### config.mk
export PLATFORM = sky130hd
export DESIGN_NAME = tpd_front
export DESIGN_NICKNAME = d
export VERILOG_FILES = /design/src/rtl/core/tpd_pkg.sv /design/src/rtl/core/tpd_front.sv
export SDC_FILE = /design/constraint.sdc
export NUM_CORES = 1
export LEC_CHECK = 0
export BUFFER_PORTS_ARGS = -buffer_cell sky130_fd_sc_hd__buf_2
export CAP_MARGIN = 20
export CORE_ASPECT_RATIO = 1.75
export CORE_MARGIN = 3
export CORE_UTILIZATION = 47
export DETAILED_ROUTE_END_ITERATION = 8
export PLACE_DENSITY = 0.76
export SYNTH_ARGS = -nofsm -noshare
export SYNTH_HDL_FRONTEND = slang
export SYNTH_SLANG_ARGS = --single-unit
### constraint.sdc
create_clock -name clk -period 4 [get_ports clk]
set_clock_uncertainty 0.05 [all_clocks]
set_input_delay 0.6 -clock clk [delete_from_list [all_inputs] [get_ports clk]]
set_output_delay 0.6 -clock clk [all_outputs]
set_load 0.05 [all_outputs]
### src/rtl/core/tpd_pkg.sv
// Shared types, constants and widths of the tile packer and dictionary.
package tpd_pkg;

	// Dictionary and tile geometry.
	localparam int DICT_DEPTH  = 256;
	localparam int TILE_ROWS   = 8;
	localparam int TILE_BYTES  = 2 * TILE_ROWS;
	localparam int TILE_BITS   = 8 * TILE_BYTES;
	localparam int ROW_BITS    = 16;
	localparam int IDX_W       = $clog2(DICT_DEPTH);
	localparam int CNT_W       = $clog2(DICT_DEPTH + 1);
	localparam int CMP_W       = (CNT_W > 9) ? CNT_W : 9;
	localparam int ROW_CNT_W   = $clog2(TILE_ROWS);
	localparam int MM_W        = $clog2(TILE_BYTES + 1);

	// Command queue between the front and back parts.
	localparam int QUEUE_DEPTH = 2;
	localparam int Q_PTR_W     = $clog2(QUEUE_DEPTH);
	localparam int Q_CNT_W     = $clog2(QUEUE_DEPTH + 1);

	// Port field widths.
	localparam int REQ_W          = 2;
	localparam int ENTRY_W        = 8;
	localparam int OFFSET_W       = 4;
	localparam int TILE_ID_W      = 8;
	localparam int MISMATCH_W     = 8;
	localparam int ENTRY_COUNT_W  = 9;
	localparam int DATA_W         = 8;
	localparam int CFG_IDX_W      = 2;
	localparam int CFG_DATA_W     = 9;
	localparam int MAX_TILES_W    = 9;
	localparam int ACC_ERR_W      = 5;

	// Request type codes on the input channel.
	localparam logic [REQ_W-1:0] REQ_CLEAR = 2'd0;
	localparam logic [REQ_W-1:0] REQ_ROW   = 2'd1;
	localparam logic [REQ_W-1:0] REQ_READ  = 2'd2;

	// Configuration register indexes.
	localparam logic [CFG_IDX_W-1:0] CFG_PACK_ENABLE = 2'd0;
	localparam logic [CFG_IDX_W-1:0] CFG_MAX_TILES   = 2'd1;
	localparam logic [CFG_IDX_W-1:0] CFG_ACC_ERROR   = 2'd2;

	// Configuration reset values.
	localparam logic                   RST_PACK_ENABLE = 1'b1;
	localparam logic [MAX_TILES_W-1:0] RST_MAX_TILES   = 9'd255;
	localparam logic [ACC_ERR_W-1:0]   RST_ACC_ERROR   = 5'd0;

	// Best mismatch value reported when nothing was searched.
	localparam logic [MISMATCH_W-1:0] NO_SEARCH = 8'd255;

	typedef logic [CMP_W-1:0]         tpd_cmp_t;
	typedef logic [CNT_W-1:0]         tpd_cnt_t;
	typedef logic [IDX_W-1:0]         tpd_idx_t;
	typedef logic [MM_W-1:0]          tpd_mmc_t;
	typedef logic [MISMATCH_W-1:0]    tpd_mm_t;
	typedef logic [TILE_ID_W-1:0]     tpd_id_t;
	typedef logic [ENTRY_COUNT_W-1:0] tpd_ecnt_t;

	typedef enum logic [1:0] {
		CMD_CLEAR = 2'd0,
		CMD_TILE  = 2'd1,
		CMD_READ  = 2'd2
	} tpd_cmd_kind_t;

	// One queued command for the back part.
	typedef struct packed {
		tpd_cmd_kind_t          kind;
		logic [TILE_BITS-1:0]   tile;
		logic [ENTRY_W-1:0]     rd_entry;
		logic [OFFSET_W-1:0]    rd_offset;
	} tpd_cmd_t;

	// Queue status seen by both sides.
	typedef struct packed {
		logic empty;
		logic full;
	} tpd_qstat_t;

	// Configuration register set.
	typedef struct packed {
		logic                   pack_enable;
		logic [MAX_TILES_W-1:0] max_tiles;
		logic [ACC_ERR_W-1:0]   match_tol;
	} tpd_cfg_t;

endpackage

### src/rtl/core/tpd_front.sv
// Front part: takes requests, packs pixel rows into bit planes and queues commands.
module tpd_front (
	input  logic                              clk,
	input  logic                              arst_n,
	input  logic                              in_valid,
	output logic                              in_stall,
	input  logic [tpd_pkg::REQ_W-1:0]         req_type,
	input  logic [tpd_pkg::ROW_BITS-1:0]      row_pixels,
	input  logic [tpd_pkg::ENTRY_W-1:0]       read_entry,
	input  logic [tpd_pkg::OFFSET_W-1:0]      read_offset,
	input  tpd_pkg::tpd_qstat_t               qstat,
	output logic                              push,
	output tpd_pkg::tpd_cmd_t                 push_cmd
);

	logic [tpd_pkg::TILE_BITS-1:0]  tile_q;
	logic [tpd_pkg::ROW_CNT_W-1:0]  row_cnt_q;
	logic [tpd_pkg::TILE_BITS-1:0]  tile_next;
	logic [7:0]                     plane0;
	logic [7:0]                     plane1;
	logic                           last_row;
	logic                           needs_push;
	logic                           accept;

	// Split the row into its low and high bit planes, pixel 0 in bit 7.
	always_comb begin
		for (int p = 0; p < 8; p++) begin
			plane0[7 - p] = row_pixels[14 - 2 * p];
			plane1[7 - p] = row_pixels[15 - 2 * p];
		end
	end

	// Tile with the current row inserted.
	always_comb begin
		tile_next = tile_q;
		tile_next[{row_cnt_q, 4'b0000} +: 16] = {plane1, plane0};
	end

	assign last_row   = (row_cnt_q == tpd_pkg::ROW_CNT_W'(tpd_pkg::TILE_ROWS - 1));
	assign needs_push = (req_type == tpd_pkg::REQ_CLEAR) || (req_type == tpd_pkg::REQ_READ)
		|| ((req_type == tpd_pkg::REQ_ROW) && last_row);
	assign in_stall   = needs_push && qstat.full;
	assign accept     = in_valid && !in_stall;
	assign push       = accept && needs_push;

	// Build the queued command from the request.
	always_comb begin
		push_cmd.tile      = tile_next;
		push_cmd.rd_entry  = read_entry;
		push_cmd.rd_offset = read_offset;
		if (req_type == tpd_pkg::REQ_CLEAR) begin
			push_cmd.kind = tpd_pkg::CMD_CLEAR;
		end else if (req_type == tpd_pkg::REQ_READ) begin
			push_cmd.kind = tpd_pkg::CMD_READ;
		end else begin
			push_cmd.kind = tpd_pkg::CMD_TILE;
		end
	end

	// Row counter advances on each accepted row; wraps after the last row.
	always_ff @(posedge clk or negedge arst_n) begin
		if (!arst_n) begin
			row_cnt_q <= '0;
		end else if (accept && (req_type == tpd_pkg::REQ_ROW)) begin
			if (last_row) begin
				row_cnt_q <= '0;
			end else begin
				row_cnt_q <= row_cnt_q + 1'b1;
			end
		end
	end

	// Row collection buffer; every row is written before the tile is used.
	always_ff @(posedge clk) begin
		if (accept && (req_type == tpd_pkg::REQ_ROW)) begin
			tile_q <= tile_next;
		end
	end

endmodule

== Yosys cells after proc, flatten, opt, wreduce, memory -nomap -nowiden ==
Index checks and enable logic that the tools add are counted.
Cells by class
  magnitude comparators: 0
  add/subtract/negate cells: 2
  bitwise operators: 0
  muxes and demuxes: 4
  reduce and logical (&&, ||, !) cells: 9
  div/mod/pow operators: 0
  multipliers: 0
  equality and inequality tests: 3
  shifts and indexed selects: 2
Operators by type and width (number)
  $bwmux W128: 1
  $shift A16 B9 Y128 const A: 1
  $shiftx A16 B9 Y128: 1
  $neg A7 Y9: 1
  $logic_and A1 B1 Y1: 5
  $mux W2: 2
  $add A3 B1 Y3 const B: 1
  $eq A3 B3 Y1 const B: 1
  $mux W3: 1
  $eq A2 B1 Y1 const B: 1
  $eq A2 B2 Y1 const B: 1
  $logic_not A2 Y1: 1
  $logic_or A1 B1 Y1: 2
  $logic_not A1 Y1: 1
Storage, ports and cells
  logic and storage cells: 22
  ROM bits: 0
  register bits: 131
  bits of input ports: 35
  latch bits: 0
  RAM bits: 0
  memories kept: 0
  output and inout bits: 144

== Logic depth before layout (Yosys ltp) ==
Gate-level depths: netlist of run 1.
  depth in word-level cells: 7
  gate-level depth with buffers: 9
  gate-level depth less buffers: 6

== Worst setup path after synthesis of run 1 ==
Ideal clock, no wire load.
  path kind: flip-flop to flip-flop
  from: reg row_cnt_q[1] (netlist bit)
  to: reg tile_q[0] (netlist bit) (enable)
  slack: -0.234 ns
  data required time: 3.469 ns
  arrival: 3.703 ns
  library setup time: 0.481 ns
  cell stages (with the launch flop): 6
  clock period less this slack: 4.234 ns
  buffers on the path: 0
  cell sequence: dfrtp_1 > ha_1 > ha_1 > nand2_1 > nand4b_1 > inv_1
Between the ends
  cells in the longest elaborated chain, start to end: 7
Ends and longest elaborated chain
  from (decl): RTL line tpd_front.sv:17  | logic [tpd_pkg::ROW_CNT_W-1:0] row_cnt_q;
  from (signal assigned): RTL line tpd_front.sv:68  | row_cnt_q <= row_cnt_q + 1'b1;
  $eq A3 B3 Y1: RTL line tpd_front.sv:39  | assign last_row = (row_cnt_q == tpd_pkg::ROW_CNT_W'(tpd_pkg::TILE_ROWS - 1));
  $logic_and A1 B1 Y1: RTL line tpd_front.sv:41  | || ((req_type == tpd_pkg::REQ_ROW) && last_row);
  $logic_or A1 B1 Y1: RTL line tpd_front.sv:41
  $logic_and A1 B1 Y1: RTL line tpd_front.sv:42  | assign in_stall = needs_push && qstat.full;
  $logic_not A1 Y1: RTL line tpd_front.sv:43  | assign accept = in_valid && !in_stall;
  $logic_and A1 B1 Y1: RTL line tpd_front.sv:43
  $logic_and A1 B1 Y1: RTL line tpd_front.sv:75  | if (accept && (req_type == tpd_pkg::REQ_ROW)) begin
  to (signal assigned): RTL line tpd_front.sv:76  | tile_q <= tile_next;
  to (decl): RTL line tpd_front.sv:16  | logic [tpd_pkg::TILE_BITS-1:0] tile_q;
Every way passes these cells.
A chain may end at the register's enable or synchronous reset.

==> metrics, run 1 <==
worst slew pin tran=979.7 ps; Antenna Cells=0; Total Neg Setup Slack=0 ps; Final Net Count=603; Pleak=0.003244 uW; HP Class=in -> async; slowest stage delay, CP=630 ps; Port-buffer cells=153; worst skew pair latency=400 ps; gr ovfl total=0; I/O pins=179; Routed WL=15,240 microns; first-pass GRT wire length=23,290 microns; CORE AREA=13,010 sq um; commonest non-fill, non-tap cell in the layout=buf_2; routed vias=3,956; # setup viols final=0; CP Capture Type=primary output; Rows=55; Post-synth EDFFs=128; multiplexer share of the synthesized area=22.90%; Die W=93.48 microns; final worst setup slack=183.3 ps; CTS Buffer Depth=2; Synth async-reset ratio=2.290%; per-cell routed wire length=20.46 microns; Required @ worst endpoint=3350 ps; CP most frequent cell=ha_1; WP data arrival=3170 ps; Die Ht=159.1 microns; Post CTS Setup Buffer Count=0; drt first pass iters=4; compound-gate portion of the synthesized area=0.8151%; Via density=5.310; CTS Sinks=131; 1st-iter DRT viols=168; CP delay by family, top=adder cells; Min Clock Period, post-route=3817 ps; Routed Antenna Nets=0; Worst-path clk slew=60 ps; Reg2Reg Setup Slack=1150 ps; H-Tree Depth=4; slowest CP cell=dfrtp_1; Switch Pwr=3202 uW; synthesis-to-finish area growth=23.96%; Final Hold Viols=0; crit-path max FO=16; fill count=1,009; most frequent cells in the layout=153 x buf_2, 128 x edfxtp_1, 112 x mux2_2; largest net degree at the start of global routing=61; final critical-path share of the clock period=95.42%; WS Path Type=reg -> out; synthesized area=6294 sq um; Post-Synth Simple-Gate Area=8.151%; Cells after Synth=408; Placement Setup Slack=496.2 ps; P per Cell Area=886.6 nW/um^2; xor/xnor share of the synthesized area=0%; Sequential Power Share=26.2%; Internal=3714 uW; CTS buffer count=17; footprint of the multi-input gates=2120 sq um; critical path buffer and inverter count=2; syn nets=450; Root Driver=clkbuf_16; vias in the first global route=4,235; Comb pwr share=51.5%; Clock power frac=22.3%; Tot GR Track Use=20.93%; Syn Area/Cell=15.43 sq um; initial antenna violation count=0; Critical Path Source Type=flip-flop; Slew headroom=34.53%; layout cells sized above 1=55.23%; number of synthesized register bits=131; largest family of logic cells by synthesized area=multiplexers; initial core utilization=48.39%; DP Wirelength=10,870 microns; status=completed; TritonCTS clock tree=built; Synth Area in Adders=1.392%; fin. max-slew vios=0; MaxCap Viol Count=0; peak supply drop=0.4434 mV; RSZ-0062 raised after global routing=false; sw frac=46.30%; f_max=262.0 MHz; GP Congestion=0.7848; Main synth FF type=edfxtp_1; drt drc=0; library cells used by synthesis=25; count of warnings emitted by yosys=0; register area share after synthesis=62.27%; Die Area=14,870 sq um; Register Area=3919 sq um; crit path cell chain=inv_1 > ha_1 > ha_1 > nand3b_2 > mux2_2 > buf_2
[path summary, 6_finish.rpt]
kind	from	to	depth (start not counted)
hold / removal	arst_n	row_cnt_q[2]	2
hold reg to reg	tile_q[61]	tile_q[61]	1
max in group asynchronous	arst_n	row_cnt_q[0]	2
setup / recovery	row_cnt_q[0]	push_cmd[37]	6
min in group clk	tile_q[61]	tile_q[61]	1
setup reg to reg	row_cnt_q[0]	tile_q[25]	5
[flip-flops by register name, summed over array words and instances (netlist names)]
register   count
row_cnt_q      3
tile_q       128
[cell type report]
cell class / count / share of cell area [%]
Clock buffer: 18 / 5.501
Sequential cell: 131 / 50.23
Tap cell: 171 / 2.743
Inverter: 23 / 1.155
Clock inverter: 14 / 2.085
Timing Repair Buffer: 164 / 11.11
Multi-Input combinational cell: 224 / 27.17
[power by group through the flow]
| stage | logic (uW) | clock network (uW) | registers [uW] |
|---|---|---|---|
| after floorplan | 2830 | 0 | 1810 |
| after global placement | 3480 | 0 | 1820 |
| after detailed placement | 3550 | 0 | 1840 |
| after CTS | 3570 | 1580 | 1810 |
| after global routing | 3750 | 1630 | 1830 |
| final | 3560 | 1540 | 1810 |
[routing by layer]
metal | global-route usage, % | share of wire, % | up-vias
li1 | - | - | 1801
met1 | 22.16 | 36 | 1984
met2 | 37.90 | 56 | 137
met3 | 5.343 | 5.1 | 34
met4 | 9.606 | 3.3 | 0
met5 | 0 | 0 | -
[stage by stage]
step | cells | utilization, % | area [sq um] | hold slack [ps] | power (uW)
after global placement | 711 | 55.12 | 7169 | 345.7 | 5306
after CTS | 745 | 59.84 | 7782 | 450.6 | 6950
after detailed placement | 712 | 55.21 | 7181 | 349.7 | 5385
final | 745 | 59.98 | 7801 | 483.5 | 6917
after floorplan | 408 | - | 6297 | 254.4 | 4637
after global routing | 745 | 59.98 | 7801 | 477.6 | 7204
[kinds of logic (layout without fill, tap and decap cells)]
group                      count (synthesis)  in the layout
DFF                                      131            131
muxes                                    130            130
and+or+nand+nor                           83             83
buffers and inverters                     53            219
adders and majority gates                  7              7
AOI/OAI and AO/OA                          4              4
[cell usage after synthesis (all sizes together), types with 2 or more instances]
cell type / n / area, sq um
edfxtp: 128 / 3844
mux2: 112 / 1261
and2: 32 / 200.2
buf: 23 / 168.9
inv: 23 / 86.33
nand2: 20 / 75.07
mux2i: 18 / 180.2
and3: 16 / 100.1
clkbuf: 7 / 26.28
ha: 7 / 87.58
nor3b: 4 / 45.05
dfrtp: 3 / 75.07
nor2: 3 / 11.26
and3b: 2 / 17.52
nand3b: 2 / 22.52
o21ai: 2 / 10.01
[what timing repair did]
action	4_1_cts	5_1_grt
hold buffers	1	0
setup endpoints to repair	0	29
resized for setup	0	3
hold endpoints to repair	3	0
Note: power is estimated with default switching activity, not from simulation.
==> run 2, diff against run 1 <==
ABC_AREA = 1   (was not set)
CTS_CLUSTER_SIZE = 20   (was not set)
==> run 2 against run 1 <==
Effect of this change:
- clock power fell by 3%
- synthesized cell count rose by 48%
- design area fell by 3.1%
- utilization fell by 0.49 points
- maximum frequency rose by 3.1%
- combinational power fell by 26%
- worst hold slack got worse by 28 ps
- cell count rose by 23%
==> metrics, run 2 <==
final critical-path share of the clock period=92.55%; Clock power frac=25.6%; post_cts resized=0; biggest regs=tile_q: 128 flops, row_cnt_q: 3 flops; fin. max-slew vios=0; drt drc=0; Final Hold Viols=0; CTS buffer count=17; slowest stage delay, CP=550 ps; Die Ht=157.8 microns; first-pass GRT wire length=26,070 microns; I/O pins=179; H-Tree Depth=4; Switch Pwr=2755 uW; CTS Sinks=131; Antenna Cells=0; Syn Area/Cell=10.26 sq um; reg2reg start=row_cnt_q[0]; Port-buffer cells=153; Routed WL=17,150 microns; Internal=3051 uW; Via density=5.560; per-cell routed wire length=18.73 microns; P per Cell Area=768.3 nW/um^2; Synth async-reset ratio=2.290%; f_max=270.1 MHz; Reg2Reg Setup Slack=710 ps; commonest non-fill, non-tap cell in the layout=nand2_1; critical path buffer and inverter count=3; critical hold path startpoint=in_valid; worst skew pair latency=410 ps; Cells after Synth=603; Pleak=0.003194 uW; CP delay by family, top=buffers and inverters; Root Driver=clkbuf_16; CTS Buffer Depth=2; Post-synth top cells=202 x nand2_1, 128 x edfxtp_1, 84 x o21ai_0; Worst-path clk slew=60 ps; Final Net Count=777; TritonCTS clock tree=built; CP most frequent cell=ha_1; synthesis-to-finish area growth=22.19%; gr ovfl total=0; # setup viols final=0; Required @ worst endpoint=3350 ps; GP Congestion=0.8097; MaxCap Viol Count=0; r2r worst-path depth=9; register area share after synthesis=63.36%; most frequent cells in the layout=202 x nand2_1, 153 x buf_2, 128 x edfxtp_1; number of synthesized register bits=131; Critical Path Source Type=flip-flop; Tot GR Track Use=23.24%; routed vias=5,093; Hold Path Sink=row_cnt_q[2]; Reg-to-Reg End=tile_q[83]; HP Class=in -> reg; WS Path Type=reg -> out; status=completed; Min Clock Period, post-route=3702 ps; CP Capture Type=primary output; DP Wirelength=11,960 microns; Slew headroom=47.80%; Total Neg Setup Slack=0 ps; hold path cells=3; Comb pwr share=45.5%; worst slew pin tran=783.1 ps; peak supply drop=0.3720 mV; initial core utilization=48.69%; Post-synth EDFFs=128; Rows=54; drt first pass iters=5; total power draw=5806 uW; Top reg by flops=tile_q; layout cells sized above 1=27.81%; crit-path max FO=32; initial antenna violation count=0; count leader, synth=nand2_1; Die Area=14,630 sq um; vias in the first global route=4,913; largest cells by area after synthesis=edfxtp_1 62%, nand2_1 12%, o21ai_0 6.8%; WP data arrival=3050 ps; RSZ-0062 raised after global routing=false; synthesized area=6185 sq um; count of warnings emitted by yosys=0; leading area contributor after synthesis=edfxtp_1; library cells used by synthesis=24; 1st-iter DRT viols=445; crit path cell chain=inv_1 > ha_1 > ha_1 > inv_2 > nand3_2 > o21ai_0 > buf_2; Routed Antenna Nets=0; CORE AREA=12,700 sq um; Yosys top cell area share=62.15%; Die W=92.72 microns; number of flip-flops under the largest register name=128; sw frac=47.45%; syn nets=645; Main synth FF type=edfxtp_1; Sequential Power Share=28.9%; largest net degree at the start of global routing=53; slowest CP cell=o21ai_0
## run 2: cell count changes in the layout (fill, tap and decap cells not counted), moves of 16 or more
| cell | before | now |
|---|---|---|
| o21ai_0 | 2 | 84 |
| mux2i_1 | 18 | 0 |
| nand3_1 | 0 | 38 |
| and3_1 | 16 | 0 |
| and2_1 | 32 | 0 |
| mux2_2 | 112 | 0 |
| nor2_1 | 2 | 20 |
| nand4_1 | 0 | 35 |
| nand2_1 | 20 | 202 |
## run 2: area by class of cell
| class | instances | area (sq um) |
|---|---|---|
| repair buffers | 167 | 898.4 |
| fillers | 1105 | 5145 |
| well taps | 168 | 210.2 |
| clock buffers | 17 | 425.4 |
| inverters | 12 | 56.30 |
| multi-input cells | 406 | 1904 |
| clock inverters | 15 | 142.6 |
| flip-flops and latches | 131 | 3920 |
## run 2: how the worst max path moves through the flow
stage	from	endpoint	cells past startpoint
6_report	row_cnt_q[1]	push_cmd[123]	7
4_1_cts	row_cnt_q[1]	push_cmd[80]	9
3_3_place_gp	row_cnt_q[1]	push_cmd[80]	9
5_1_grt	row_cnt_q[1]	push_cmd[17]	9
3_5_place_dp	row_cnt_q[1]	push_cmd[80]	9
2_1_floorplan	row_cnt_q[0]	tile_q[0]	7
## run 2: metrics by stage
stage | util, % | cell area [sq um] | setup WS (ps) | hold slack (ps) | cells
3_3_place_gp | 54.77 | 6957 | 693.8 | 344.9 | 880
6_report | 59.50 | 7557 | 297.9 | 455.8 | 916
2_1_floorplan | - | 6188 | 481.2 | 254.4 | 603
5_1_grt | 59.50 | 7557 | 92.12 | 465.8 | 916
3_5_place_dp | 54.77 | 6957 | 601.6 | 349.9 | 880
4_1_cts | 59.32 | 7535 | 134.1 | 436.0 | 913
## run 2: power groups by stage
stage               combinational [uW]  sequential, uW  clock [uW]
floorplan                         2080            1700           0
global placement                  2530            1700           0
detailed placement                2600            1700           0
CTS                               2610            1680        1500
global route                      2810            1680        1560
finish                            2640            1680        1490
## run 2: repair_timing
action / CTS / global route
endpoints found under the setup margin: 0 / 10
hold buffers: 1 / 0
hold endpoints to repair: 3 / 0
setup buffers: 0 / 3
## run 2: worst min-delay path: stages
cell and delay, ps:
buf_2 130, nand4_1 90, nand2_1 60
## run 2: logic make-up after synthesis
family	synth area share (%)
AO/OA/AOI/OAI	7.769
adder cells (fa/ha/maj)	1.416
buffers and inverters	5.847
flip-flops	63.36
AND/OR/NAND/NOR	21.61
## run 2: per-layer routing
layer / vias to the layer above / wire (microns) / track usage, %
met3: 47 / 1241 / 4.042
li1: 2387 / - / -
met5: - / 0 / 0
met1: 2398 / 6500 / 28.26
met4: 0 / 670 / 12.02
met2: 261 / 8741 / 39.61
