## config.mk

```make
export PLATFORM = sky130hd
export DESIGN_NAME = tpd_queue
export DESIGN_NICKNAME = d
export VERILOG_FILES = /design/src/rtl/core/tpd_pkg.sv /design/src/rtl/core/tpd_queue.sv
export SDC_FILE = /design/constraint.sdc
export NUM_CORES = 1
export LEC_CHECK = 0
export BUFFER_PORTS_ARGS = -buffer_cell sky130_fd_sc_hd__buf_2
export CORE_AREA = 2 2 184 204
export CTS_CLUSTER_SIZE = 20
export DETAILED_ROUTE_END_ITERATION = 8
export DIE_AREA = 0 0 186 206
export GPL_ROUTABILITY_DRIVEN = 0
export SLEW_MARGIN = 20
export SYNTH_ARGS = -nofsm -noshare
export SYNTH_HDL_FRONTEND = slang
export SYNTH_SLANG_ARGS = --single-unit
```

## constraint.sdc

```tcl
create_clock -name clk -period 6.9 [get_ports clk]
set_input_delay 2.07 -clock clk [delete_from_list [all_inputs] [get_ports clk]]
set_output_delay 2.07 -clock clk [all_outputs]
set_load 0.01 [all_outputs]
```

## src/rtl/core/tpd_pkg.sv

```systemverilog
// Shared types, constants and widths of the tile packer and dictionary.
package tpd_pkg;

	// Dictionary and tile geometry.
	localparam int DICT_DEPTH  = 256;
	localparam int TILE_ROWS   = 8;
	localparam int TILE_BYTES  = 2 * TILE_ROWS;
	localparam int TILE_BITS   = 8 * TILE_BYTES;
	localparam int ROW_BITS    = 16;
	localparam int IDX_W       = $clog2(DICT_DEPTH);
	localparam int CNT_W       = $clog2(DICT_DEPTH + 1);
	localparam int CMP_W       = (CNT_W > 9) ? CNT_W : 9;
	localparam int ROW_CNT_W   = $clog2(TILE_ROWS);
	localparam int MM_W        = $clog2(TILE_BYTES + 1);

	// Command queue between the front and back parts.
	localparam int QUEUE_DEPTH = 2;
	localparam int Q_PTR_W     = $clog2(QUEUE_DEPTH);
	localparam int Q_CNT_W     = $clog2(QUEUE_DEPTH + 1);

	// Port field widths.
	localparam int REQ_W          = 2;
	localparam int ENTRY_W        = 8;
	localparam int OFFSET_W       = 4;
	localparam int TILE_ID_W      = 8;
	localparam int MISMATCH_W     = 8;
	localparam int ENTRY_COUNT_W  = 9;
	localparam int DATA_W         = 8;
	localparam int CFG_IDX_W      = 2;
	localparam int CFG_DATA_W     = 9;
	localparam int MAX_TILES_W    = 9;
	localparam int ACC_ERR_W      = 5;

	// Request type codes on the input channel.
	localparam logic [REQ_W-1:0] REQ_CLEAR = 2'd0;
	localparam logic [REQ_W-1:0] REQ_ROW   = 2'd1;
	localparam logic [REQ_W-1:0] REQ_READ  = 2'd2;

	// Configuration register indexes.
	localparam logic [CFG_IDX_W-1:0] CFG_PACK_ENABLE = 2'd0;
	localparam logic [CFG_IDX_W-1:0] CFG_MAX_TILES   = 2'd1;
	localparam logic [CFG_IDX_W-1:0] CFG_ACC_ERROR   = 2'd2;

	// Configuration reset values.
	localparam logic                   RST_PACK_ENABLE = 1'b1;
	localparam logic [MAX_TILES_W-1:0] RST_MAX_TILES   = 9'd255;
	localparam logic [ACC_ERR_W-1:0]   RST_ACC_ERROR   = 5'd0;

	// Best mismatch value reported when nothing was searched.
	localparam logic [MISMATCH_W-1:0] NO_SEARCH = 8'd255;

	typedef logic [CMP_W-1:0]         tpd_cmp_t;
	typedef logic [CNT_W-1:0]         tpd_cnt_t;
	typedef logic [IDX_W-1:0]         tpd_idx_t;
	typedef logic [MM_W-1:0]          tpd_mmc_t;
	typedef logic [MISMATCH_W-1:0]    tpd_mm_t;
	typedef logic [TILE_ID_W-1:0]     tpd_id_t;
	typedef logic [ENTRY_COUNT_W-1:0] tpd_ecnt_t;

	typedef enum logic [1:0] {
		CMD_CLEAR = 2'd0,
		CMD_TILE  = 2'd1,
		CMD_READ  = 2'd2
	} tpd_cmd_kind_t;

	// One queued command for the back part.
	typedef struct packed {
		tpd_cmd_kind_t          kind;
		logic [TILE_BITS-1:0]   tile;
		logic [ENTRY_W-1:0]     rd_entry;
		logic [OFFSET_W-1:0]    rd_offset;
	} tpd_cmd_t;

	// Queue status seen by both sides.
	typedef struct packed {
		logic empty;
		logic full;
	} tpd_qstat_t;

	// Configuration register set.
	typedef struct packed {
		logic                   pack_enable;
		logic [MAX_TILES_W-1:0] max_tiles;
		logic [ACC_ERR_W-1:0]   match_tol;
	} tpd_cfg_t;

endpackage

```

## src/rtl/core/tpd_queue.sv

```systemverilog
// Short command queue between the front and back parts.
module tpd_queue (
	input  logic                 clk,
	input  logic                 arst_n,
	input  logic                 push,
	input  tpd_pkg::tpd_cmd_t    push_cmd,
	input  logic                 pop,
	output tpd_pkg::tpd_cmd_t    head,
	output tpd_pkg::tpd_qstat_t  qstat
);

	tpd_pkg::tpd_cmd_t               slot_q [tpd_pkg::QUEUE_DEPTH];
	logic [tpd_pkg::Q_PTR_W-1:0]     wr_ptr_q;
	logic [tpd_pkg::Q_PTR_W-1:0]     rd_ptr_q;
	logic [tpd_pkg::Q_CNT_W-1:0]     cnt_q;
	logic                            do_push;
	logic                            do_pop;

	assign qstat.empty = (cnt_q == '0);
	assign qstat.full  = (cnt_q == tpd_pkg::Q_CNT_W'(tpd_pkg::QUEUE_DEPTH));
	assign do_push     = push && !qstat.full;
	assign do_pop      = pop && !qstat.empty;
	assign head        = slot_q[rd_ptr_q];

	// Pointers and fill count.
	always_ff @(posedge clk or negedge arst_n) begin
		if (!arst_n) begin
			wr_ptr_q <= '0;
			rd_ptr_q <= '0;
			cnt_q    <= '0;
		end else begin
			if (do_push) begin
				wr_ptr_q <= (wr_ptr_q == tpd_pkg::Q_PTR_W'(tpd_pkg::QUEUE_DEPTH - 1))
					? '0 : wr_ptr_q + 1'b1;
			end
			if (do_pop) begin
				rd_ptr_q <= (rd_ptr_q == tpd_pkg::Q_PTR_W'(tpd_pkg::QUEUE_DEPTH - 1))
					? '0 : rd_ptr_q + 1'b1;
			end
			if (do_push && !do_pop) begin
				cnt_q <= cnt_q + 1'b1;
			end else if (do_pop && !do_push) begin
				cnt_q <= cnt_q - 1'b1;
			end
		end
	end

	// Command storage.
	always_ff @(posedge clk) begin
		if (do_push) begin
			slot_q[wr_ptr_q] <= push_cmd;
		end
	end

endmodule

```

# ---- After elaboration in Yosys (flattened, before gate mapping)
# Memories as Yosys holds them, arrays and structs flattened.
# Cells that the tools add are included.
dict set report totals {
  ff_bits 4
  latch_bits 0
  ram_bits 284
  mem_bits_ro 0
  inputBits 146
  output_inout_bits 144
  elab_cells 25
  n_memories 1
}
# memory depth word_bits read_ports rd_ports_with_merged_regs write_ports line
set mem_list {}
lappend mem_list {slot_q 2 142 1 0 1 tpd_queue.sv:12} ;# tpd_pkg::tpd_cmd_t slot_q [tpd_pkg::QUEUE_DEPTH];
dict set report op_classes {
  add_sub_neg 4
  multipliers 0
  n_div 0
  magnitude_cmp 0
  n_eq_ne 1
  shifts 0
  n_mux 6
  bitwise 0
  n_reduce_logical 10
}
# cell count
set op_table {}
lappend op_table {{1-bit logical AND} 4}
lappend op_table {{1-bit logical NOT} 4}
lappend op_table {{1-bit two-way mux} 4}
lappend op_table {{2-bit two-way mux} 2}
lappend op_table {{1-bit adder (second input constant)} 2}
lappend op_table {{2-bit by 1-bit adder with 2-bit output (second input constant)} 1}
lappend op_table {{2-bit equality test (second input constant)} 1}
lappend op_table {{2-bit logical NOT} 1}
lappend op_table {{2-bit nonzero test} 1}
lappend op_table {{2-bit by 1-bit subtractor with 2-bit output (second input constant)} 1}

# ---- Logic depth before layout (Yosys ltp)
# Gate-level depths: netlist (run 1).
dict set report logic_depth {
  ltp_word 7
  ltp_mapped 7
}

# ---- Worst setup path after synthesis (run 1)
# OpenSTA, ideal clock, no wires.
dict set report synth_timing {
  path_kind {in2reg}
  startpoint {in push}
  endpoint {mem slot_q[0][0] (netlist bit) (enable)}
  setup_time_ns 0.645
  arrival_time_ns 8.056
  required_time_ns 6.255
  slack_ns -1.801
  path_stages 2
  path_buffers 0
  path_cell_list {nand2_1 -> nor2_1}
}
dict set report synth_between {
  elab_chain_cells 3
}
# element line
set synth_lines {}
lappend synth_lines {{start: declaration} tpd_queue.sv:5} ;# input logic push,
lappend synth_lines {{1-bit logical AND} tpd_queue.sv:21} ;# assign do_push = push && !qstat.full;
lappend synth_lines {{1-bit two-way mux} tpd_queue.sv:50} ;# if (do_push) begin
lappend synth_lines {{1-bit two-way mux (not written as such)} tpd_queue.sv:51} ;# slot_q[wr_ptr_q] <= push_cmd;
lappend synth_lines {{end: declaration} tpd_queue.sv:12}
# No other way between the ends.

==> results of run 1 <==
[area by class of cell]
cell class | instances | area [sq um]
tap | 494 | 618
clock buffer | 40 | 840
timing repair buffer | 295 | 1520
sequential | 288 | 8630
antenna | 2 | 5.00
clock inverter | 16 | 196
inverter | 2 | 7.51
fill | 3452 | 22800
multi-input combinational | 155 | 1960
[where the power goes]
part | internal, mW | switching [mW] | leakage (nW)
clock | 1.00 | 0.655 | 0.498
sequential | 2.40 | 0.178 | 2.68
combinational | 0.839 | 0.843 | 2.09
[flip-flops by register name, indices dropped and copies added (netlist names)]
signal / flops
slot_q: 284
cnt_q: 2
wr_ptr_q: 1
rd_ptr_q: 1
[layer usage]
layer,vias to the layer above,global-route usage,wire length (um)
li1,2459,-,-
met4,2,0.0368,556
met5,-,0,7
met3,40,0.0363,1860
met1,2613,0.125,8550
met2,197,0.175,10300
[path summary, 6_finish.rpt]
| check | from | end | slack [ps] |
|---|---|---|---|
| min in group asynchronous | arst_n | cnt_q[1] | 1310 |
| worst max-delay path | rd_ptr_q | head[48] | 2040 |
| max in group asynchronous | arst_n | rd_ptr_q | 5450 |
| worst min register to register | cnt_q[1] | cnt_q[1] | 520 |
| worst min-delay path | cnt_q[1] | cnt_q[1] | 520 |
| worst max register to register | cnt_q[0] | slot_q[0][82] | 4510 |
[kinds of logic after synthesis]
kind of cell	Yosys count	share of synthesized area
simple gates	6	0.00257
xor+xnor	5	0.00408
buf+inv	18	0.0134
compound gates	1	0.000466
flops	288	0.805
mux	142	0.174
fa+ha+maj	1	0.00117
[layout by cell type, fill, tap and decap left out, types with 2 or more instances in the layout]
cell type / Yosys / final
buf_12: 0 / 2
buf_2: 7 / 289
buf_4: 0 / 4
bufinv_16: 0 / 4
clkbuf_1: 0 / 6
clkbuf_16: 0 / 31
clkbuf_8: 0 / 3
clkinv_2: 0 / 5
clkinvlp_4: 0 / 4
dfrtp_1: 4 / 3
diode_2: 0 / 2
edfxtp_1: 284 / 284
inv_1: 2 / 2
mux2_2: 72 / 72
mux2_4: 70 / 70
nor2_1: 3 / 2
xnor2_1: 3 / 3
xor2_1: 2 / 2
==> results.md, run 1 <==
- The setup slack after placement is 2580 ps.
- A synthesized cell averages 23.3 sq um.
- The remaining max-slew budget at the tightest pin is 0.281.
- The number of pins with negative max-slew slack in the final report is 0.
- The number of buffers inserted by hold repair at cts is 0.
- The worst-case IR drop observed on VDD is 0.239 mV.
- Hold timing on the final database bottoms out at a slack of 519 ps.
- In this design, the largest share of critical-path delay is due to flip-flops.
- The TritonCTS buffer count is 30.
- The achievable clock frequency is 206 MHz.
- Power comes to 5.92 mW.
- The instance area after placement is 12700 sq um.
- The total power density per cell area is 429 nW/um^2.
- The library cell used as clock root buffer is clkbuf_16.
- For this run, the leading register cell type out of synthesis is edfxtp_1.
- The signal on the critical path passes through buf_4 -> mux2_4 -> buf_2.
- The clock passes through at most 3 buffers.
- The run finished with clean final reports.
- The number of cells on the critical path is 3.
- The tool flagged a number of max-cap violations equal to 0.
- The number of enable-type register cells in the synthesized netlist is 284.
- The commonest cells after synthesis are edfxtp_1 (284), mux2_2 (72), mux2_4 (70).
- The global-route usage over all layers is 0.105.
- For this run, the slowest stage of the critical path takes 1070 ps.
- Synthesis handed over a netlist of 461 instances.
- The count of final setup violators is 0.
- The instance count after placement with tap cells included is 1234.
- The final setup slack of the worst path is 2040 ps.
- In the final layout, the share of cells above drive strength 1 is 0.614.
- After global routing the overflow that remains totals 0.
- After synthesis, the share of flip-flops with an asynchronous set or reset is 0.0139.
- The detailed-route DRC error count is 0.
- Post-CTS repair changed the size of 0 cells.
- The startpoint type of the worst setup path is a flop.
- The placed wire-length estimate after detailed placement is 13900 um.
- The post-synthesis cell type count is 15.
- Setup repair after global routing left no endpoint under its margin.
- Dividing the detail-routed wire length by the instance count gives 16.5 um.
- Before antenna repair, the detailed router went through 5 iterations.
- The maximum number of pins on one net before global-route repair is 135.
- The via count of the first global-routing pass is 5394.
- Between clock sinks in the finished design, the worst skew comes to 7.99 ps.
- The latest clock arrival within the worst-skew pair is 560 ps.
- TritonCTS built the clock tree.
- The initial core utilization is 0.293.
- Along the worst path, the maximum fanout reaches 59.
- The final critical path time including I/O delays and setup is 4860 ps.
- Adding up every negative setup slack in the final design gives 0 ps.
- The cell taking the most area after synthesis is edfxtp_1.
- In this run the number of H-tree levels came out at 1.
- The cell type of the slowest stage on the worst timing path is dfrtp_4.
- The count of non-filler cells in the finished layout is 1292.
- The clock transition at the registers of the reported paths is 60 ps.
- The number of nets in the synthesized netlist is 608.
- The number of buffers and inverters on the critical path is 2.
- Across all layers, the routed design uses 5311 vias.
- The number of placement rows is 74.
- The routed wire length is 21300 um.
- The final hold violation count is 0.
- The depth of the worst register-to-register path is 5.
- The area added between synthesis and finish is 28.5%.
- The worst hold path belongs to the class flop to flop.
- Pin placement for this block handled 290 I/O pins.
- The ratio of final minimum period to clock period is 0.705.
- The worst setup path is captured at a primary output.
- The area of the core is 36600 sq um.
- The standby leakage power is 5.27 nW.
- The initial antenna violation count is 2.
- In this run the vertical extent of the chip is 206 um.
- The detailed router finished its first iteration with 277 violations.
- The buffers inserted during post-CTS setup optimization is 0.
- The clock sink count is 288.
- For this run, the number of Yosys warnings is 0.
- Of the post-synthesis cell area, the dominant cell type holds 0.795.
- The finished layout cell area is 13800 sq um.
- Input and output buffers added on the ports amount to 289.
- The number of nets still failing antenna checks after routing is 0.
- For the worst setup path, the data required time is 4830 ps.
- The x dimension of the die is 186 um.
- Along the worst hold path, the cell count comes to 1.
- The share of the Yosys chip area taken by registers is 0.805.
- Ranked by total cell area, the synthesized netlist is headed by edfxtp_1 (80%), mux2_4 (9.8%), mux2_2 (7.6%).
- The first global-routing pass estimated 30700 um of wire.
- edfxtp_1 is the most common cell in the netlist.
- Using the TritonRoute via totals, the vias-per-cell ratio works out to 4.11.
- For the pin with the worst max-slew slack, the measured transition is 1080 ps.
- The data arrival at the endpoint of the critical path is 2790 ps.
- In this run, synthesis produced a sequential element count of 288.
- The share of the core filled with cells in the final layout is 0.377.
- The floorplan step defined a die boundary enclosing 38300 sq um.
- The critical path is of the flop to primary output type.
- In this run the cell area of the synthesized design comes to 10700 sq um.
- The number of nets in the final layout is 919.
Note: power is estimated with default switching activity, not from simulation.
==> run 2, diff against run 1 <==
==> constraint.sdc (replaced) <==
create_clock -name clk -period 4 [get_ports clk]
set_input_delay 1.2 -clock clk [delete_from_list [all_inputs] [get_ports clk]]
set_output_delay 1.2 -clock clk [all_outputs]
set_load 0.01 [all_outputs]
==> run 2 against run 1 <==
Critical path depth did not move. Hold slack got worse by 65 ps. Combinational power rose by 83%. Sequential power rose by 70%. Clock power rose by 55%. Critical endpoint is now head[127].
==> results.md, run 2 (synthesis results as in run 1) <==
- The flow ran to the end, and the final reports show no timing, DRC or antenna violations.
- The number of nets in the final layout is 924 (+0.54%).
- The share of the core filled with cells in the final layout came to 0.376 (-0.000513).
- The endpoint identified for the worst register-to-register timing path is slot_q[1][85].
- The number of levels the H-tree was split into is 1 (unchanged).
- The filler cell count in the final layout is 3423 (-0.84%).
- The count of final setup violators was 0 (unchanged).
- The library cells used most frequently in the layout, excluding fill and tap cells, are buf_2 (289), edfxtp_1 (284), mux2_2 (72).
- The x dimension of the die is 186 um (unchanged).
- The initial core utilization is 0.293 (unchanged).
- The worst hold-check slack is 455 ps (-64.8 ps).
- The average routed wire per standard cell was 16.7 um (+1.3%).
- The total power draw is 10.0 mW (+69%).
- The biggest cell delay along the critical path is 790 ps (-280 ps).
- The ratio of final minimum period to clock period is 0.859.
- The area of the core is 36600 sq um (unchanged).
- The number of nets still failing antenna checks after routing is 0 (unchanged).
- The share of layout cells above drive strength 1 is 0.608 (-0.00682).
- The number of flip-flops under the largest register name is 284 (unchanged).
- The full die area is 38300 sq um (unchanged).
- The remaining max-slew budget at the tightest pin is 0.564 (+0.283).
- The setup slack after placement is 1050 ps (-1540 ps).
- The overall die height is 206 um (unchanged).
- The worst path needs 3440 ps of the cycle, external delays included.
- The largest fanout on the critical path is 43 (-27%).
- The depth of the worst register-to-register path is 3 (-2).
- The final hold violation count is 0 (unchanged).
- The total negative slack for setup checks is 0 ps (unchanged).
- The number of optimization iterations in the first detailed-route pass is 4 (-1).
- The transition at the pin with the smallest max-transition slack is 654 ps (-424 ps).
- For this run, the top clock speed supported by timing is 291 MHz.
- The maximum VDD drop is 0.429 mV (+80%).
- The initial antenna violation count is 4 (+2).
- The routed wire length came to 21600 um (+1.6%).
- The critical path goes through buf_12 -> mux2_2 -> buf_2.
- The min-delay analysis places its worst path in the category input port to async pin.
- The area taken by flip-flops and latches is 8630 sq um (unchanged).
- The detailed-route DRC error count was 0 (unchanged).
- The post-cts gate resize count was 0 (unchanged).
- The placed wire-length estimate after detailed placement is 14200 um (+2.8%).
- The count of input and output buffers is 289 (unchanged).
- The total grt overflow came to 0 (unchanged).
- The number of top-level design ports is 290 (unchanged).
- The count of non-filler cells in the finished layout is 1296 (+0.31%).
- The power share of the sequential group was 0.435 (about the same).
- The wire length of the first global-routing pass is 31300 um (+2.0%).
- In this run the clock root is driven by a clkbuf_16.
- The total power density per cell area is 727 nW/um^2 (+69%).
- The area taken by multi-input logic gates came to 1960 sq um (unchanged).
- The final setup slack of the worst path is 564 ps (-1470 ps).
- The number of placement rows was 74 (unchanged).
- The final setup skew is 7.92 ps (-0.0719 ps).
- In the final layout, the registers with the most flip-flops are slot_q: 284 flops, cnt_q: 2 flops.
- The buffer depth of the longest clock path is 3 (unchanged).
- The reg2reg setup slack is 2010 ps (-2500 ps).
- The buffers inserted during post-CTS setup optimization was 0 (unchanged).
- The TritonCTS buffer count is 30 (unchanged).
- The cell type of the slowest stage on the worst timing path is dfrtp_4.
- The iteration-0 DRC count of the detailed router is 255 (-7.9%).
- By startpoint and endpoint, the worst setup path is classified as flop to primary output.
- The number of pins with negative max-slew slack in the final report is 0 (unchanged).
- The clock share of power is 0.257 (-0.024).
- The most critical setup path has its endpoint at head[127].
- The instance count after placement with tap cells included was 1239 (+0.41%).
- The clock sink count is 288 (unchanged).
- Setup repair after global routing left no endpoint under its margin.
- The overall via count from detail_route is 5296 (-0.28%).
- The startpoint of the most critical register-to-register path is cnt_q[0].
- The internal power is 7.11 mW (+68%).
- The clock transition at the registers of the reported paths was 60 ps (about the same).
- The data arrival at the endpoint of the critical path came to 2240 ps (-550 ps).
- The area added between synthesis and finish is 28.3%.
- The max-capacitance violation count came to 0 (unchanged).
- The via count of the first global-routing pass is 5553 (+2.9%).
- The number of buffers inserted by hold repair at cts is 0 (unchanged).
- TritonCTS built the clock tree.
- The switching power is 2.90 mW (+73%).
- The register with the most flip-flops is slot_q.
- The finished layout cell area is 13800 sq um (-0.14%).
- The instance area after placement came to 12800 sq um (+0.79%).
- The net switching share of the total power is 0.290 (+0.00656).
- The most common library cell in the layout ignoring fill and taps is buf_2.
- The logic gate share of total power is 0.307 (+0.023).
- The most critical setup path has its startpoint at rd_ptr_q.
- The global-route usage over all layers is 0.107 (+0.00271).
- The standby leakage power came to 5.25 nW (-0.32%).
- The critical path required time is 2800 ps (-2030 ps).
- The detail-routed via count per cell was 4.09 (-0.59%).
- The endpoint kind of the worst setup timing path is a primary output.
- The maximum number of pins on one net before global-route repair is 76 (-44%).
- The startpoint type of the worst setup path is a flop.
- The latest clock arrival within the worst-skew pair is 550 ps (about the same).
[run 2: cell count changes in the layout (fill, tap and decap cells not counted), sizes merged]
cell and change:
buf +5, clkinv +5, bufinv -3, clkbuf -2, inv -1
[run 2: worst min path at each step]
stage | cells after the start | slack (ps) | start | to
3_5_place_dp | 1 | 500 | cnt_q[1] | cnt_q[1]
3_3_place_gp | 1 | 500 | cnt_q[1] | cnt_q[1]
2_1_floorplan | 1 | 480 | cnt_q[1] | cnt_q[1]
4_1_cts | 1 | 420 | arst_n | cnt_q[1]
6_report | 1 | 450 | arst_n | cnt_q[1]
5_1_grt | 1 | 430 | arst_n | cnt_q[1]
[run 2: layout make-up]
cell class              instances  area share
flip-flops and latches        288       0.627
clock inverters                17     0.00837
multi-input cells             155       0.143
well taps                     494      0.0449
repair buffers                300       0.117
diodes                          2    0.000364
clock buffers                  38      0.0583
inverters                       2    0.000546
[run 2: power by group through the flow]
stage / combinational, mW / clock [mW] / sequential [mW]
after floorplan: 2.09 / 0 / 4.34
after global placement: 3.16 / 0 / 4.40
after detailed placement: 3.16 / 0 / 4.43
after CTS: 3.17 / 2.68 / 4.37
after global routing: 3.34 / 2.78 / 4.43
final: 3.08 / 2.57 / 4.36
[run 2: critical path, delay by kind of cell (launching register included)]
kind                   cells  cell delay (ps)
flip-flops                 1              790
multiplexers               1              380
buffers and inverters      2              480
[run 2: routing by layer]
layer	share of wire	vias to the layer above	track usage
met3	0.093	42	0.0423
met5	0.0012	-	0
met4	0.025	4	0.0380
met2	0.49	200	0.179
li1	-	2471	-
met1	0.39	2579	0.126
==> run 3, diff against run 2 <==
--- a/config.mk
+++ b/config.mk
@@ -6,11 +6,15 @@
 export NUM_CORES = 1
 export LEC_CHECK = 0
 export BUFFER_PORTS_ARGS = -buffer_cell sky130_fd_sc_hd__buf_2
+export CELL_PAD_IN_SITES_DETAIL_PLACEMENT = 1
+export CELL_PAD_IN_SITES_GLOBAL_PLACEMENT = 1
 export CORE_AREA = 2 2 184 204
 export CTS_CLUSTER_SIZE = 20
 export DETAILED_ROUTE_END_ITERATION = 8
 export DIE_AREA = 0 0 186 206
 export GPL_ROUTABILITY_DRIVEN = 0
+export PLACE_DENSITY_LB_ADDON = 0.1
+export RECOVER_POWER = 50
 export SLEW_MARGIN = 20
 export SYNTH_ARGS = -nofsm -noshare
 export SYNTH_HDL_FRONTEND = slang
==> run 3 against run 2 <==
The flow now finishes with violations (capacitance limit, slew limit). Power increased by 1.4%. Combinational power about the same. Sequential power decreased by 0.9%. Critical path depth increased by 1. Die area unchanged. Non-clock buffer count decreased by 5. Clock power increased by 5%. Fmax increased by 3.9%. Final cell count decreased by 0.62%. Clock skew increased by 6.8 ps. Sequential share of layout area increased by 0.71 points. Critical path type is now input port to flop. Critical endpoint is now slot_q[0][136].
==> results.md, run 3 (synthesis results as in run 1) <==
- The top cell types in the final layout, fill and taps aside, are edfxtp_1 (284), buf_2 (213), clkbuf_1 (84).
- The full die area was 38300 sq um (unchanged).
- The maximum VDD drop is 0.335 mV (-22%).
- The area taken by multi-input logic gates came to 1960 sq um (-0.25%).
- The number of levels the H-tree was split into came to 1 (unchanged).
- The latest clock arrival within the worst-skew pair was 550 ps (about the same).
- The number of flip-flops under the largest register name is 284 (unchanged).
- The flow ran to the end, but the final reports show violations.
- The total negative slack for setup checks is 0 ps (unchanged).
- The TritonCTS clock tree is built.
- The total grt overflow is 0 (unchanged).
- The class of the most critical hold timing path is input port to async pin.
- The final hold violation count is 0 (unchanged).
- The number of optimization iterations in the first detailed-route pass was 4 (unchanged).
- The overall via count from detail_route is 5375 (+1.5%).
- The clock sink count came to 288 (unchanged).
- The detailed-route DRC error count came to 0 (unchanged).
- The total power density per cell area is 746 nW/um^2 (+2.5%).
- The library cell used as clock root buffer is clkbuf_16.
- The number of nets in the final layout is 920 (-0.43%).
- The share of layout cells above drive strength 1 is 0.503 (-0.105).
- The final critical path time including I/O delays and setup is 3310 ps (-129 ps).
- The iteration-0 DRC count of the detailed router is 251 (-1.6%).
- The area of the core is 36600 sq um (unchanged).
- The worst hold-check slack is 481 ps (+26.4 ps).
- The max-capacitance violation count is 2 (+2).
- The number of pins with negative max-slew slack in the final report was 132 (+132).
- The number of placement rows is 74 (unchanged).
- The count of inserted antenna diode cells is 0 (-2).
- The routed wire length is 24100 um (+11%).
- The critical path required time came to 4110 ps (+1310 ps).
- The initial antenna violation count came to 1 (-3).
- The total power draw is 10.1 mW (+1.4%).
- Setup repair after global routing left no endpoint under its margin.
- The via count of the first global-routing pass is 6128 (+10%).
- The data arrival at the endpoint of the critical path is 3420 ps (+1180 ps).
- The number of top-level design ports came to 290 (unchanged).
- The final setup slack of the worst path is 693 ps (+129 ps).
- The placed wire-length estimate after detailed placement is 15700 um (+10%).
- The post-cts gate resize count came to 0 (unchanged).
- The share of the core filled with cells in the final layout is 0.372 (-0.00421).
- The x dimension of the die is 186 um (unchanged).
- The detail-routed via count per cell is 4.17 (+2.1%).
- The TritonCTS buffer count is 31 (+3.3%).
- The final setup skew is 14.7 ps (+6.77 ps).
- slot_q holds more flip-flops than any other register.
- The buffers inserted during post-CTS setup optimization is 0 (unchanged).
- The achievable clock frequency is 302 MHz (+3.9%).
- The remaining max-slew budget at the tightest pin is -0.648 (-1.21).
- The setup slack after placement is 1210 ps (+166 ps).
- The overall die height is 206 um (unchanged).
- The wire length of the first global-routing pass is 35200 um (+12%).
- The critical path in this run is classified as input port to flop.
- The number of nets still failing antenna checks after routing is 0 (unchanged).
- The average routed wire per standard cell is 18.7 um (+12%).
- The clock transition at the registers of the reported paths was 60 ps (about the same).
- The most common library cell in the layout ignoring fill and taps is edfxtp_1.
- The worst setup path is launched from an input port.
- The area taken by flip-flops and latches is 8630 sq um (unchanged).
- The global-route usage over all layers is 0.122 (+0.0146).
- The transition at the pin with the smallest max-transition slack is 2470 ps (+1820 ps).
- The standby leakage power is 5.03 nW (-4.3%).
- The filler cell count in the final layout is 3732 (+9.0%).
- The count of final setup violators came to 0 (unchanged).
- The initial core utilization is 0.293 (unchanged).
- The maximum number of pins on one net before global-route repair came to 98 (+29%).
- The buffer depth of the longest clock path was 3 (unchanged).
- STA classifies the critical path endpoint as a flop.
- The largest fanout on the critical path is 97 (+130%).
- The area added between synthesis and finish is 26.9%.
- The ratio of final minimum period to clock period is 0.827 (-0.0324).
- The number of buffers inserted by hold repair at cts is 0 (unchanged).
- The largest registers in the layout are slot_q: 284 flops, cnt_q: 2 flops.
- The count of input and output buffers was 289 (unchanged).
- The checks that failed: capacitance limit, slew limit.
## run 3: changes by cell type in the layout (fill, tap and decap cells not counted), sizes merged
| cell | change |
|---|---|
| buf | -80 |
| clkbuf | +77 |
| clkinvlp | -3 |
| bufinv | +2 |
| clkinv | -2 |
| diode | -2 |
## run 3: layer usage
metal | GRT usage | vias up | share of wire
met3 | 0.0337 | 35 | 0.070
met4 | 0.0422 | 2 | 0.021
met5 | 0 | - | 0.00079
met2 | 0.217 | 193 | 0.51
li1 | - | 2458 | -
met1 | 0.140 | 2687 | 0.39
## run 3: metrics by stage
| stage | instances | instance area (sq um) |
|---|---|---|
| 3_3_place_gp | 1234 | 12800 |
| 3_5_place_dp | 1234 | 12800 |
| 5_1_grt | 1288 | 13600 |
| 6_report | 1288 | 13600 |
| 2_1_floorplan | 461 | 10700 |
| 4_1_cts | 1288 | 13700 |
## run 3: area by class of cell
cell class	instances	share of cell area
clock buffers	40	0.0595
well taps	494	0.0454
clock inverters	14	0.0101
repair buffers	295	0.106
flip-flops and latches	288	0.634
inverters	2	0.000552
multi-input cells	155	0.144
## run 3: path summary, 6_finish.rpt
path	startpoint	to	slack, ps	depth (start not counted)
worst max-delay path	push	slot_q[0][136]	690	4
worst min-delay path	arst_n	wr_ptr_q	480	1
worst max register to register	cnt_q[0]	slot_q[0][136]	780	4
worst min register to register	cnt_q[1]	cnt_q[1]	530	1
max in group asynchronous	arst_n	rd_ptr_q	3280	1
min in group clk	cnt_q[1]	cnt_q[1]	530	1
## run 3: worst max-delay path, stage by stage
cell     delay, ps
buf_2          100
nand2_1        140
nor2_4         110
buf_2         1780
## run 3: report_power, final
group / switching, mW / internal, mW
clock network: 1.11 / 1.60
registers: 0.171 / 4.15
logic: 1.67 / 1.45
total: 2.95 / 7.20
